<file path="config.mk">
export PLATFORM = sky130hd
export DESIGN_NAME = medoid_swap_gain_search_top
export DESIGN_NICKNAME = d
export VERILOG_FILES = /design/src/rtl/core/msgs_pkg.sv /design/src/rtl/core/medoid_swap_gain_search_top.sv
export SDC_FILE = /design/constraint.sdc
export NUM_CORES = 2
export LEC_CHECK = 0
export BUFFER_PORTS_ARGS = -buffer_cell sky130_fd_sc_hd__buf_2
export CAP_MARGIN = 30
export CORE_MARGIN = 3
export CORE_UTILIZATION = 40
export DETAILED_ROUTE_END_ITERATION = 8
export PLACE_DENSITY_LB_ADDON = 0.25
export SLEW_MARGIN = 20
export SYNTH_ARGS = -nofsm -noshare
export SYNTH_HDL_FRONTEND = slang
export SYNTH_SLANG_ARGS = --single-unit
</file>
<file path="constraint.sdc">
create_clock -name clk -period 16.68 [get_ports clk]
set_input_delay 3.336 -clock clk [delete_from_list [all_inputs] [get_ports clk]]
set_output_delay 3.336 -clock clk [all_outputs]
set_load 0.05 [all_outputs]
</file>
<file path="src/rtl/core/msgs_pkg.sv">
// ----------------------------------------------------------------------------
// msgs_pkg: shared types and constants of the medoid swap gain search
// Payload structs for the pair and result channels, widths of the fixed
// fields, and the sequencer state type.
// ----------------------------------------------------------------------------
package msgs_pkg;

  localparam int MAX_MEDOIDS      = 16;
  localparam int POINT_INDEX_BITS = 16;
  localparam int DIST_BITS        = 32;
  localparam int CHG_W            = 52;
  localparam int SLOT_FIELD_W     = 4;
  localparam int CFG_W            = 5;

  typedef struct packed {
    logic [POINT_INDEX_BITS-1:0] candidate_index;
    logic [DIST_BITS-1:0]        candidate_nearest;
    logic [DIST_BITS-1:0]        pair_distance;
    logic [DIST_BITS-1:0]        point_nearest;
    logic [DIST_BITS-1:0]        point_second;
    logic [SLOT_FIELD_W-1:0]     point_medoid;
    logic                        is_self;
    logic                        first_pair;
    logic                        last_pair;
    logic                        last_candidate;
  } msgs_in_t;

  typedef struct packed {
    logic signed [CHG_W-1:0]     candidate_min_change;
    logic [SLOT_FIELD_W-1:0]     candidate_min_slot;
    logic                        pass_done;
    logic                        swap_found;
    logic [SLOT_FIELD_W-1:0]     swap_slot;
    logic [POINT_INDEX_BITS-1:0] swap_point;
    logic signed [CHG_W-1:0]     swap_gain;
  } msgs_out_t;

  typedef enum logic [1:0] {
    ST_IDLE,
    ST_SCAN,
    ST_DRAIN,
    ST_RESULT
  } msgs_state_t;

endpackage

</file>
<file path="src/rtl/core/medoid_swap_gain_search_top.sv">
// ----------------------------------------------------------------------------
// medoid_swap_gain_search_top: swap step of a k-medoids search
// Accumulates per-slot loss changes over the pairs of each candidate, reports
// the best slot per candidate and the best negative swap at the end of a pass.
// ----------------------------------------------------------------------------
// Usage. Pairs arrive on the item channel (item_valid, item_stall, item); a
// transfer happens on a rising edge with item_valid high and item_stall low.
// Results leave on the result channel under the same rule, one result for
// each pair that has last_pair set and none otherwise. The number of slots in
// use is written through cfg_wr_en and cfg_wr_data; the user writes it only
// while the block is idle, and the block itself does not enforce this. A
// pair is taken only while idle; the block stays busy until its slot walk
// ends and any result is loaded. One saturating adder walks the slot memory
// one entry per cycle, read registered, add, write back, and the minimum
// over the slots is tracked on the same walk, so the slot walk sets the
// rate. A result waits in an output register, so a stalled receiver does
// not stop the next pair from being taken; only a second result then waits.
// Reset (synchronous, rst high) sets all slot changes and the best swap to
// zero and the slot count to one, and empties the output register.
// ----------------------------------------------------------------------------
module medoid_swap_gain_search_top #(
  parameter int MAX_MEDOIDS = msgs_pkg::MAX_MEDOIDS
) (
  input  logic                          clk,
  input  logic                          rst,
  input  logic                          item_valid,
  output logic                          item_stall,
  input  msgs_pkg::msgs_in_t            item,
  output logic                          result_valid,
  input  logic                          result_stall,
  output msgs_pkg::msgs_out_t           result,
  input  logic                          cfg_wr_en,
  input  logic [msgs_pkg::CFG_W-1:0]    cfg_wr_data
);

  localparam int CHG_W  = msgs_pkg::CHG_W;
  localparam int SFW    = msgs_pkg::SLOT_FIELD_W;
  localparam int SLOT_W = (MAX_MEDOIDS > 1) ? $clog2(MAX_MEDOIDS) : 1;
  localparam int N_W    = $clog2(MAX_MEDOIDS + 1);
  localparam int CW     = (N_W > msgs_pkg::CFG_W) ? N_W : msgs_pkg::CFG_W;
  localparam int IW     = (SLOT_W > SFW) ? SLOT_W : SFW;

  localparam logic [CW-1:0] MAX_CNT = CW'(MAX_MEDOIDS);
  localparam logic signed [CHG_W-1:0] CHG_MAX = {1'b0, {(CHG_W-1){1'b1}}};
  localparam logic signed [CHG_W-1:0] CHG_MIN = {1'b1, {(CHG_W-1){1'b0}}};

  msgs_pkg::msgs_state_t state, state_next;

  logic item_accept;
  logic rd_issue;
  logic res_load;

  // Configuration and the slot count it implies.
  logic [msgs_pkg::CFG_W-1:0] num_medoids;
  logic [CW-1:0]              nm_ext;
  logic [N_W-1:0]             active_now;

  // Fields of the pair under work.
  logic [N_W-1:0]                         active;
  logic [msgs_pkg::POINT_INDEX_BITS-1:0]  cand;
  logic signed [CHG_W-1:0]                own_term;
  logic signed [CHG_W-1:0]                other_term;
  logic [SFW-1:0]                         pm;
  logic                                   self_pair;
  logic                                   d_below_b;
  logic                                   last_pair;
  logic                                   last_cand;

  // Slot store: entries not rewritten since the last first pair read as base.
  logic signed [CHG_W-1:0]  mem [MAX_MEDOIDS];
  logic [MAX_MEDOIDS-1:0]   slot_ok;
  logic signed [CHG_W-1:0]  base;

  logic [N_W-1:0]           issue_idx;
  logic                     rd_go;
  logic [SLOT_W-1:0]        rd_idx;
  logic                     rd_ok;
  logic signed [CHG_W-1:0]  rd_data;

  logic signed [CHG_W-1:0]  cur_val;
  logic signed [CHG_W-1:0]  term;
  logic signed [CHG_W:0]    sum;
  logic signed [CHG_W-1:0]  new_val;

  logic signed [CHG_W-1:0]  mn;
  logic [SLOT_W-1:0]        ms;

  logic signed [CHG_W-1:0]                best_change;
  logic [msgs_pkg::POINT_INDEX_BITS-1:0]  best_point;
  logic [SLOT_W-1:0]                      best_slot;

  logic                                   better;
  logic signed [CHG_W-1:0]                nb_change;
  logic [msgs_pkg::POINT_INDEX_BITS-1:0]  nb_point;
  logic [SLOT_W-1:0]                      nb_slot;

  logic signed [CHG_W-1:0] d_ext;
  logic signed [CHG_W-1:0] b_ext;
  logic signed [CHG_W-1:0] s_ext;
  logic signed [CHG_W-1:0] c_ext;

  assign item_accept = item_valid && !item_stall;

  // Slot count in use: zero acts as one, anything above the store depth
  // acts as the depth.
  assign nm_ext = CW'(num_medoids);
  always_comb begin
    if (nm_ext == '0) begin
      active_now = N_W'(1);
    end else if (nm_ext > MAX_CNT) begin
      active_now = N_W'(MAX_MEDOIDS);
    end else begin
      active_now = N_W'(nm_ext);
    end
  end

  always_ff @(posedge clk) begin
    if (rst) begin
      num_medoids <= msgs_pkg::CFG_W'(1);
    end else if (cfg_wr_en) begin
      num_medoids <= cfg_wr_data;
    end
  end

  // Sequencer.
  always_ff @(posedge clk) begin
    if (rst) begin
      state <= msgs_pkg::ST_IDLE;
    end else begin
      state <= state_next;
    end
  end

  always_comb begin
    state_next = state;
    unique case (state)
      msgs_pkg::ST_IDLE: begin
        if (item_accept) state_next = msgs_pkg::ST_SCAN;
      end
      msgs_pkg::ST_SCAN: begin
        if (issue_idx == active - N_W'(1)) state_next = msgs_pkg::ST_DRAIN;
      end
      msgs_pkg::ST_DRAIN: begin
        state_next = last_pair ? msgs_pkg::ST_RESULT : msgs_pkg::ST_IDLE;
      end
      msgs_pkg::ST_RESULT: begin
        if (!result_valid || !result_stall) state_next = msgs_pkg::ST_IDLE;
      end
      default: state_next = msgs_pkg::ST_IDLE;
    endcase
  end

  always_comb begin
    item_stall = 1'b1;
    rd_issue   = 1'b0;
    res_load   = 1'b0;
    unique case (state)
      msgs_pkg::ST_IDLE:   item_stall = 1'b0;
      msgs_pkg::ST_SCAN:   rd_issue = 1'b1;
      msgs_pkg::ST_DRAIN:  rd_issue = 1'b0;
      msgs_pkg::ST_RESULT: res_load = !result_valid || !result_stall;
      default:             item_stall = 1'b1;
    endcase
  end

  // Pair capture. Both contributions are formed once here, at full change
  // width, so the walk only selects between them.
  assign d_ext = CHG_W'(item.pair_distance);
  assign b_ext = CHG_W'(item.point_nearest);
  assign s_ext = CHG_W'(item.point_second);
  assign c_ext = CHG_W'(item.candidate_nearest);

  always_ff @(posedge clk) begin
    if (item_accept) begin
      active     <= active_now;
      cand       <= item.candidate_index;
      own_term   <= ((item.pair_distance < item.point_second) ? d_ext : s_ext) - b_ext;
      other_term <= d_ext - b_ext;
      pm         <= item.point_medoid;
      self_pair  <= item.is_self;
      d_below_b  <= item.pair_distance < item.point_nearest;
      last_pair  <= item.last_pair;
      last_cand  <= item.last_candidate;
    end
  end

  // Walk counter and read stage.
  always_ff @(posedge clk) begin
    if (rst) begin
      issue_idx <= '0;
      rd_go     <= 1'b0;
    end else begin
      rd_go <= rd_issue;
      if (item_accept) begin
        issue_idx <= '0;
      end else if (rd_issue) begin
        issue_idx <= issue_idx + N_W'(1);
      end
    end
  end

  always_ff @(posedge clk) begin
    rd_data <= mem[issue_idx[SLOT_W-1:0]];
    rd_idx  <= issue_idx[SLOT_W-1:0];
    rd_ok   <= slot_ok[issue_idx[SLOT_W-1:0]];
  end

  // Saturating update of one slot.
  assign cur_val = rd_ok ? rd_data : base;

  always_comb begin
    if (self_pair) begin
      term = '0;
    end else if (IW'(rd_idx) == IW'(pm)) begin
      term = own_term;
    end else if (d_below_b) begin
      term = other_term;
    end else begin
      term = '0;
    end
  end

  assign sum = {cur_val[CHG_W-1], cur_val} + {term[CHG_W-1], term};

  always_comb begin
    if (sum[CHG_W] != sum[CHG_W-1]) begin
      new_val = sum[CHG_W] ? CHG_MIN : CHG_MAX;
    end else begin
      new_val = sum[CHG_W-1:0];
    end
  end

  always_ff @(posedge clk) begin
    if (rd_go) begin
      mem[rd_idx] <= new_val;
    end
  end

  // A first pair resets every slot at once by moving the base and dropping
  // all entry flags.
  always_ff @(posedge clk) begin
    if (rst) begin
      slot_ok <= '0;
      base    <= '0;
    end else if (item_accept && item.first_pair) begin
      slot_ok <= '0;
      base    <= CHG_W'(0) - c_ext;
    end else if (rd_go) begin
      slot_ok[rd_idx] <= 1'b1;
    end
  end

  // Running minimum over the walk; strict compare keeps the lowest slot.
  always_ff @(posedge clk) begin
    if (rd_go && ((rd_idx == '0) || (new_val < mn))) begin
      mn <= new_val;
      ms <= rd_idx;
    end
  end

  // Best swap of the pass.
  assign better    = mn < best_change;
  assign nb_change = better ? mn : best_change;
  assign nb_point  = better ? cand : best_point;
  assign nb_slot   = better ? ms : best_slot;

  always_ff @(posedge clk) begin
    if (rst) begin
      best_change <= '0;
      best_point  <= '0;
      best_slot   <= '0;
    end else if (res_load) begin
      if (last_cand) begin
        best_change <= '0;
        best_point  <= '0;
        best_slot   <= '0;
      end else begin
        best_change <= nb_change;
        best_point  <= nb_point;
        best_slot   <= nb_slot;
      end
    end
  end

  // Output register.
  always_ff @(posedge clk) begin
    if (rst) begin
      result_valid <= 1'b0;
    end else if (res_load) begin
      result_valid <= 1'b1;
    end else if (!result_stall) begin
      result_valid <= 1'b0;
    end
  end

  always_ff @(posedge clk) begin
    if (res_load) begin
      result.candidate_min_change <= mn;
      result.candidate_min_slot   <= SFW'(ms);
      result.pass_done            <= last_cand;
      result.swap_found           <= last_cand && nb_change[CHG_W-1];
      result.swap_slot            <= last_cand ? SFW'(nb_slot) : '0;
      result.swap_point           <= last_cand ? nb_point : '0;
      result.swap_gain            <= last_cand ? nb_change : '0;
    end
  end

endmodule
</file>
==> impl_results.html <==
<table>
<tr><th>Metric</th><th>Value</th></tr>
<tr><th colspan="2">Place</th></tr>
<tr><td>Routability cong.</td><td>approximately 0.92</td></tr>
<tr><td>Buffers on Ports</td><td>approximately 290</td></tr>
<tr><td>Post-DP HPWL</td><td>108500 µm</td></tr>
<tr><th colspan="2">Floorplan</th></tr>
<tr><td>Initial Util</td><td>about 40%</td></tr>
<tr><td>Top-Level Pins</td><td>~290</td></tr>
<tr><td>Die span in x</td><td>just under 400 µm</td></tr>
<tr><td>Die Y</td><td>between 300 and 400 µm</td></tr>
<tr><td>Die area</td><td>roughly 0.15 mm²</td></tr>
<tr><td>Row Count</td><td>140</td></tr>
<tr><td>Total core area</td><td>roughly 0.15 mm²</td></tr>
<tr><th colspan="2">Yosys</th></tr>
<tr><td>Simple-gate area share of the yosys netlist</td><td>roughly 7.4%</td></tr>
<tr><td>Cell type contributing the most total cell area after synthesis</td><td>sky130_fd_sc_hd__edfxtp_1</td></tr>
<tr><td>Synthesized Nets</td><td>~4500</td></tr>
<tr><td>Most common cell in the synthesized netlist</td><td>sky130_fd_sc_hd__edfxtp_1</td></tr>
<tr><td>Number of warnings issued by yosys</td><td>0</td></tr>
<tr><td>Post-Synth XOR/XNOR Area</td><td>2.010%</td></tr>
<tr><td>Post-synthesis cell area</td><td>0.05927 mm²</td></tr>
<tr><td>Avg Cell Area, Syn</td><td>14.55 µm²</td></tr>
<tr><td>Leading post-synthesis cells by instance count</td><td>1113 x sky130_fd_sc_hd__edfxtp_1, 355 x sky130_fd_sc_hd__nand2_1, 265 x sky130_fd_sc_hd__mux4_2, 256 x sky130_fd_sc_hd__ha_1, 210 x sky130_fd_sc_hd__a21oi_1</td></tr>
<tr><td>Adder-cell area share of the yosys netlist</td><td>between 5 and 6%</td></tr>
<tr><td>Number of synthesized flops with an enable pin</td><td>1113</td></tr>
<tr><td>Asr flop ratio synth</td><td>0%</td></tr>
<tr><td>Sequential share of the synthesized area</td><td>62.87%</td></tr>
<tr><td>Most used flip-flop cell after synthesis</td><td>sky130_fd_sc_hd__edfxtp_1</td></tr>
<tr><td>Combinational family with the most area after synthesis</td><td>multiplexers</td></tr>
<tr><td>Synthesized netlist cell count</td><td>about 4100</td></tr>
<tr><td>Register bit count reported by yosys</td><td>between 1000 and 1500</td></tr>
<tr><td>Multiplexer share of the synthesized area</td><td>between 10% and 20%</td></tr>
<tr><td>Library cells used by synthesis</td><td>78</td></tr>
<tr><td>Compound-cell area share of the yosys netlist</td><td>under 10%</td></tr>
<tr><td>Yosys top cell area share</td><td>~56%</td></tr>
<tr><td>Dominant cells by area after synthesis</td><td>sky130_fd_sc_hd__edfxtp_1 56%, sky130_fd_sc_hd__mux4_2 10%, sky130_fd_sc_hd__dfxtp_1 6.5%, sky130_fd_sc_hd__ha_1 5.4%, sky130_fd_sc_hd__nand2_1 2.2%</td></tr>
<tr><th colspan="2">Pwr</th></tr>
<tr><td>Internal Pwr Total</td><td>0.006326 W</td></tr>
<tr><td>Net switching power</td><td>0.002525 W</td></tr>
<tr><td>Share of power burned in combinational logic</td><td>roughly a fifth</td></tr>
<tr><td>Cell area power density</td><td>roughly 130 mW/mm²</td></tr>
<tr><td>IR Drop Worst-Case VDD</td><td>between 0.07 and 0.08 mV</td></tr>
<tr><td>Clk network pwr share</td><td>approximately 33%</td></tr>
<tr><td>Net switching fraction of the power</td><td>between 20 and 30%</td></tr>
<tr><td>Proportion of power drawn by flip-flops and latches</td><td>a little under half</td></tr>
<tr><td>Leak</td><td>around 24 nW</td></tr>
<tr><th colspan="2">Critical path</th></tr>
<tr><td>Timing startpoint of the critical path</td><td>rd_idx[1]$_DFF_P_</td></tr>
<tr><td>Worst path arrival time</td><td>10.24 ns</td></tr>
<tr><td>Type of element capturing the critical path</td><td>flop</td></tr>
<tr><td>Peak per-stage delay on the critical path</td><td>0.71 ns</td></tr>
<tr><td>Critical path type</td><td>reg -&gt; reg</td></tr>
<tr><td>Cell with the most instances on the worst path</td><td>sky130_fd_sc_hd__a21oi_1</td></tr>
<tr><td>Reg2Reg Setup Slack</td><td>just under 7 ns</td></tr>
<tr><td>Launch instance of the worst register-to-register path</td><td>rd_idx[1]$_DFF_P_</td></tr>
<tr><td>Length in cells of the worst reg-to-reg path</td><td>33</td></tr>
<tr><td>Crit path max-delay cell type</td><td>sky130_fd_sc_hd__nor4b_1</td></tr>
<tr><td>Required @ worst endpoint</td><td>17.05 ns</td></tr>
<tr><td>CP Launch Type</td><td>flop</td></tr>
<tr><td>Critical R2R Capture</td><td>mn[13]$_DFFE_PP_</td></tr>
<tr><td>Top fanout value on the critical path</td><td>50</td></tr>
<tr><th colspan="2">Finish</th></tr>
<tr><td>Number of fillers in the final layout</td><td>about 13000</td></tr>
<tr><td>Total number of nets in the final design</td><td>just under 5000</td></tr>
<tr><td>Proportion of layout cells with a drive suffix above 1</td><td>between 20% and 30%</td></tr>
<tr><td>Syn-to-layout area delta</td><td>14.86%</td></tr>
<tr><th colspan="2">Clock tree</th></tr>
<tr><td>Root Driver</td><td>sky130_fd_sc_hd__clkbuf_16</td></tr>
<tr><td>CTS clk-pin slew, worst paths</td><td>0.06 ns</td></tr>
<tr><td>CTS resizes</td><td>0</td></tr>
<tr><td>TritonCTS clock tree</td><td>yes</td></tr>
<tr><td>Num CTS Buffers</td><td>approximately 140</td></tr>
<tr><td>Later-pin clock latency in the skew report</td><td>~0.76 ns</td></tr>
<tr><td>H-tree level count</td><td>4</td></tr>
<tr><td>Hold buffers post-CTS</td><td>0</td></tr>
<tr><td>CTS Sinks</td><td>1305</td></tr>
<tr><td>Maximum number of buffers from clock root to sink</td><td>3</td></tr>
<tr><td>Post-CTS setup buffers</td><td>0</td></tr>
<tr><th colspan="2">Hold path</th></tr>
<tr><td>Path class of the lowest-slack min-delay path</td><td>reg -&gt; reg</td></tr>
<tr><td>WHS Path Cells</td><td>1</td></tr>
<tr><td>Hold path start</td><td>slot_ok[7]$_SDFFE_PP0P_</td></tr>
<tr><td>Sink of the worst hold path</td><td>slot_ok[7]$_SDFFE_PP0P_</td></tr>
<tr><th colspan="2">Detailed routing</th></tr>
<tr><td>Detailed-router iteration count before antenna repair</td><td>5</td></tr>
<tr><td>Starting DRT DRC Count</td><td>between 3000 and 4000</td></tr>
<tr><td>Avg WL per Cell</td><td>25.27 µm</td></tr>
<tr><td>Number of remaining DRC errors</td><td>0</td></tr>
<tr><td>Total wirelength of the detailed-routed design</td><td>about 160000 µm</td></tr>
<tr><td>Final antenna-violating net count</td><td>0</td></tr>
<tr><td>Vias after detailed routing</td><td>~37000</td></tr>
<tr><td>Vias/cell</td><td>around 5.7</td></tr>
<tr><th colspan="2">Timing</th></tr>
<tr><td>Slew @ Worst Pin</td><td>a little over 1 ns</td></tr>
<tr><td>Final setup violating endpoints</td><td>0</td></tr>
<tr><td>Fmax</td><td>0.1013 GHz</td></tr>
<tr><td>Unrepaired setup endpoints after global routing</td><td>false</td></tr>
<tr><td>Min Clock Period, post-route</td><td>9.871 ns</td></tr>
<tr><td>Worst hold slack</td><td>between 0.4 and 0.5 ns</td></tr>
<tr><td>Setup TNS</td><td>0 ns</td></tr>
<tr><td>Max-slew violation total from the final report</td><td>0</td></tr>
<tr><td>Fin crit share</td><td>roughly three fifths</td></tr>
<tr><td>Fin. Hold Viols</td><td>0</td></tr>
<tr><td>Clock skew after layout</td><td>approximately 0.035 ns</td></tr>
<tr><td>Slew HR</td><td>between 30% and 40%</td></tr>
<tr><th colspan="2">Global routing</th></tr>
<tr><td>Vias in the first global route</td><td>35710</td></tr>
<tr><td>Overall track demand over capacity in global routing</td><td>a little over a fifth</td></tr>
<tr><td>Number of antenna violations at the first check in global routing</td><td>5</td></tr>
<tr><td>Maximum number of pins on one net before global-route repair</td><td>about 100</td></tr>
<tr><td>Total overflow reported by the global router</td><td>0</td></tr>
<tr><td>Wire length of the first global-routing pass</td><td>~240000 µm</td></tr>
<tr><th colspan="2">Outcome</th></tr>
<tr><td>Status</td><td>finished, final reports clean</td></tr>
<tr><th colspan="2">Flow run</th></tr>
<tr><td>Max-cap violations</td><td>0</td></tr>
</table>
[through the flow]
step / setup slack (ns) / util (%) / total power (W) / cells / instance area (µm²)
5_1_grt: 6.329 / 46.48 / 0.009220 / 6455 / 68070
3_5_place_dp: 6.998 / 43.44 / 0.005952 / 6198 / 63620
3_3_place_gp: 6.778 / 43.20 / 0.005905 / 6177 / 63260
6_report: 6.809 / 46.49 / 0.008851 / 6460 / 68080
4_1_cts: 6.971 / 46.42 / 0.008902 / 6450 / 67980
2_1_floorplan: 4.839 / - / 0.005234 / 4074 / 59270
[sequential cells by signal (all words and copies together), names as in the netlist, 16 cells and up]
name         flops
slot_ok         16
cand            16
mn              52
best_change     52
base            33
best_point      16
own_term        33
result         130
other_term      33
rd_data         52
mem            832
[layout by cell type (no fill, tap or decap), types with 102 or more instances in the layout]
cell                        count
sky130_fd_sc_hd__nor2_1       102
sky130_fd_sc_hd__a21oi_1      205
sky130_fd_sc_hd__ha_1         256
sky130_fd_sc_hd__nand2_1      355
sky130_fd_sc_hd__buf_4        102
sky130_fd_sc_hd__clkbuf_16    145
sky130_fd_sc_hd__edfxtp_1    1113
sky130_fd_sc_hd__buf_2        292
sky130_fd_sc_hd__mux4_2       265
sky130_fd_sc_hd__nor3_1       133
sky130_fd_sc_hd__dfxtp_1      187
sky130_fd_sc_hd__inv_1        206
[layout make-up]
cell class	instances	area [µm²]	share of cell area, %
Sequential cell	1305	37280	54.76
Multi-Input combinational cell	2365	20660	30.35
Clock buffer	201	3979	5.844
Timing Repair Buffer	409	2586	3.799
Tap cell	1917	2399	3.523
Inverter	206	773.2	1.136
Clock inverter	51	384.1	0.5642
Antenna cell	6	15.01	0.02205
[layer usage]
metal | GRT usage (%) | part of all wire, % | vias up
met2 | 33.35 | 47 | 1250
li1 | - | - | 16459
met1 | 30.23 | 44 | 18737
met4 | 4.859 | 1.9 | 4
met3 | 3.978 | 7.7 | 209
met5 | 0 | 0.013 | -
[worst max-delay path: cells and delay by family (launching register included)]
| kind | cells | cell delay [ns] |
|---|---|---|
| AO/OA/AOI/OAI | 17 | 3.65 |
| multiplexers | 1 | 0.23 |
| flip-flops | 1 | 0.59 |
| AND/OR/NAND/NOR | 5 | 1.64 |
| adder cells (fa/ha/maj) | 3 | 1.29 |
| XOR/XNOR | 2 | 0.27 |
| buffers and inverters | 5 | 1.75 |
[cells by family after synthesis]
family	count (synthesis)
DFF	1305
xor gates and xnor gates	136
muxes	335
adders and majority gates	259
AOI/OAI and AO/OA	731
buffers and inverters	404
and+or+nand+nor	904
[power by group through the flow]
stage,clock [W],sequential (W),combinational [W]
floorplan,0,0.00421,0.00102
global placement,0,0.00431,0.00159
detailed placement,0,0.00430,0.00165
CTS,0.00301,0.00424,0.00165
global route,0.00315,0.00425,0.00183
finish,0.00296,0.00424,0.00166
[worst max path at each step]
stage	to	slack (ns)	cells past startpoint
finish	mn[13]$_DFFE_PP_	6.81	33
global route	mn[16]$_DFFE_PP_	6.33	33
CTS	mn[13]$_DFFE_PP_	6.97	33
detailed placement	mn[18]$_DFFE_PP_	7.00	33
global placement	mn[15]$_DFFE_PP_	6.78	33
floorplan	mn[0]$_DFFE_PP_	4.84	33
Power figures use the tool's default switching activity.
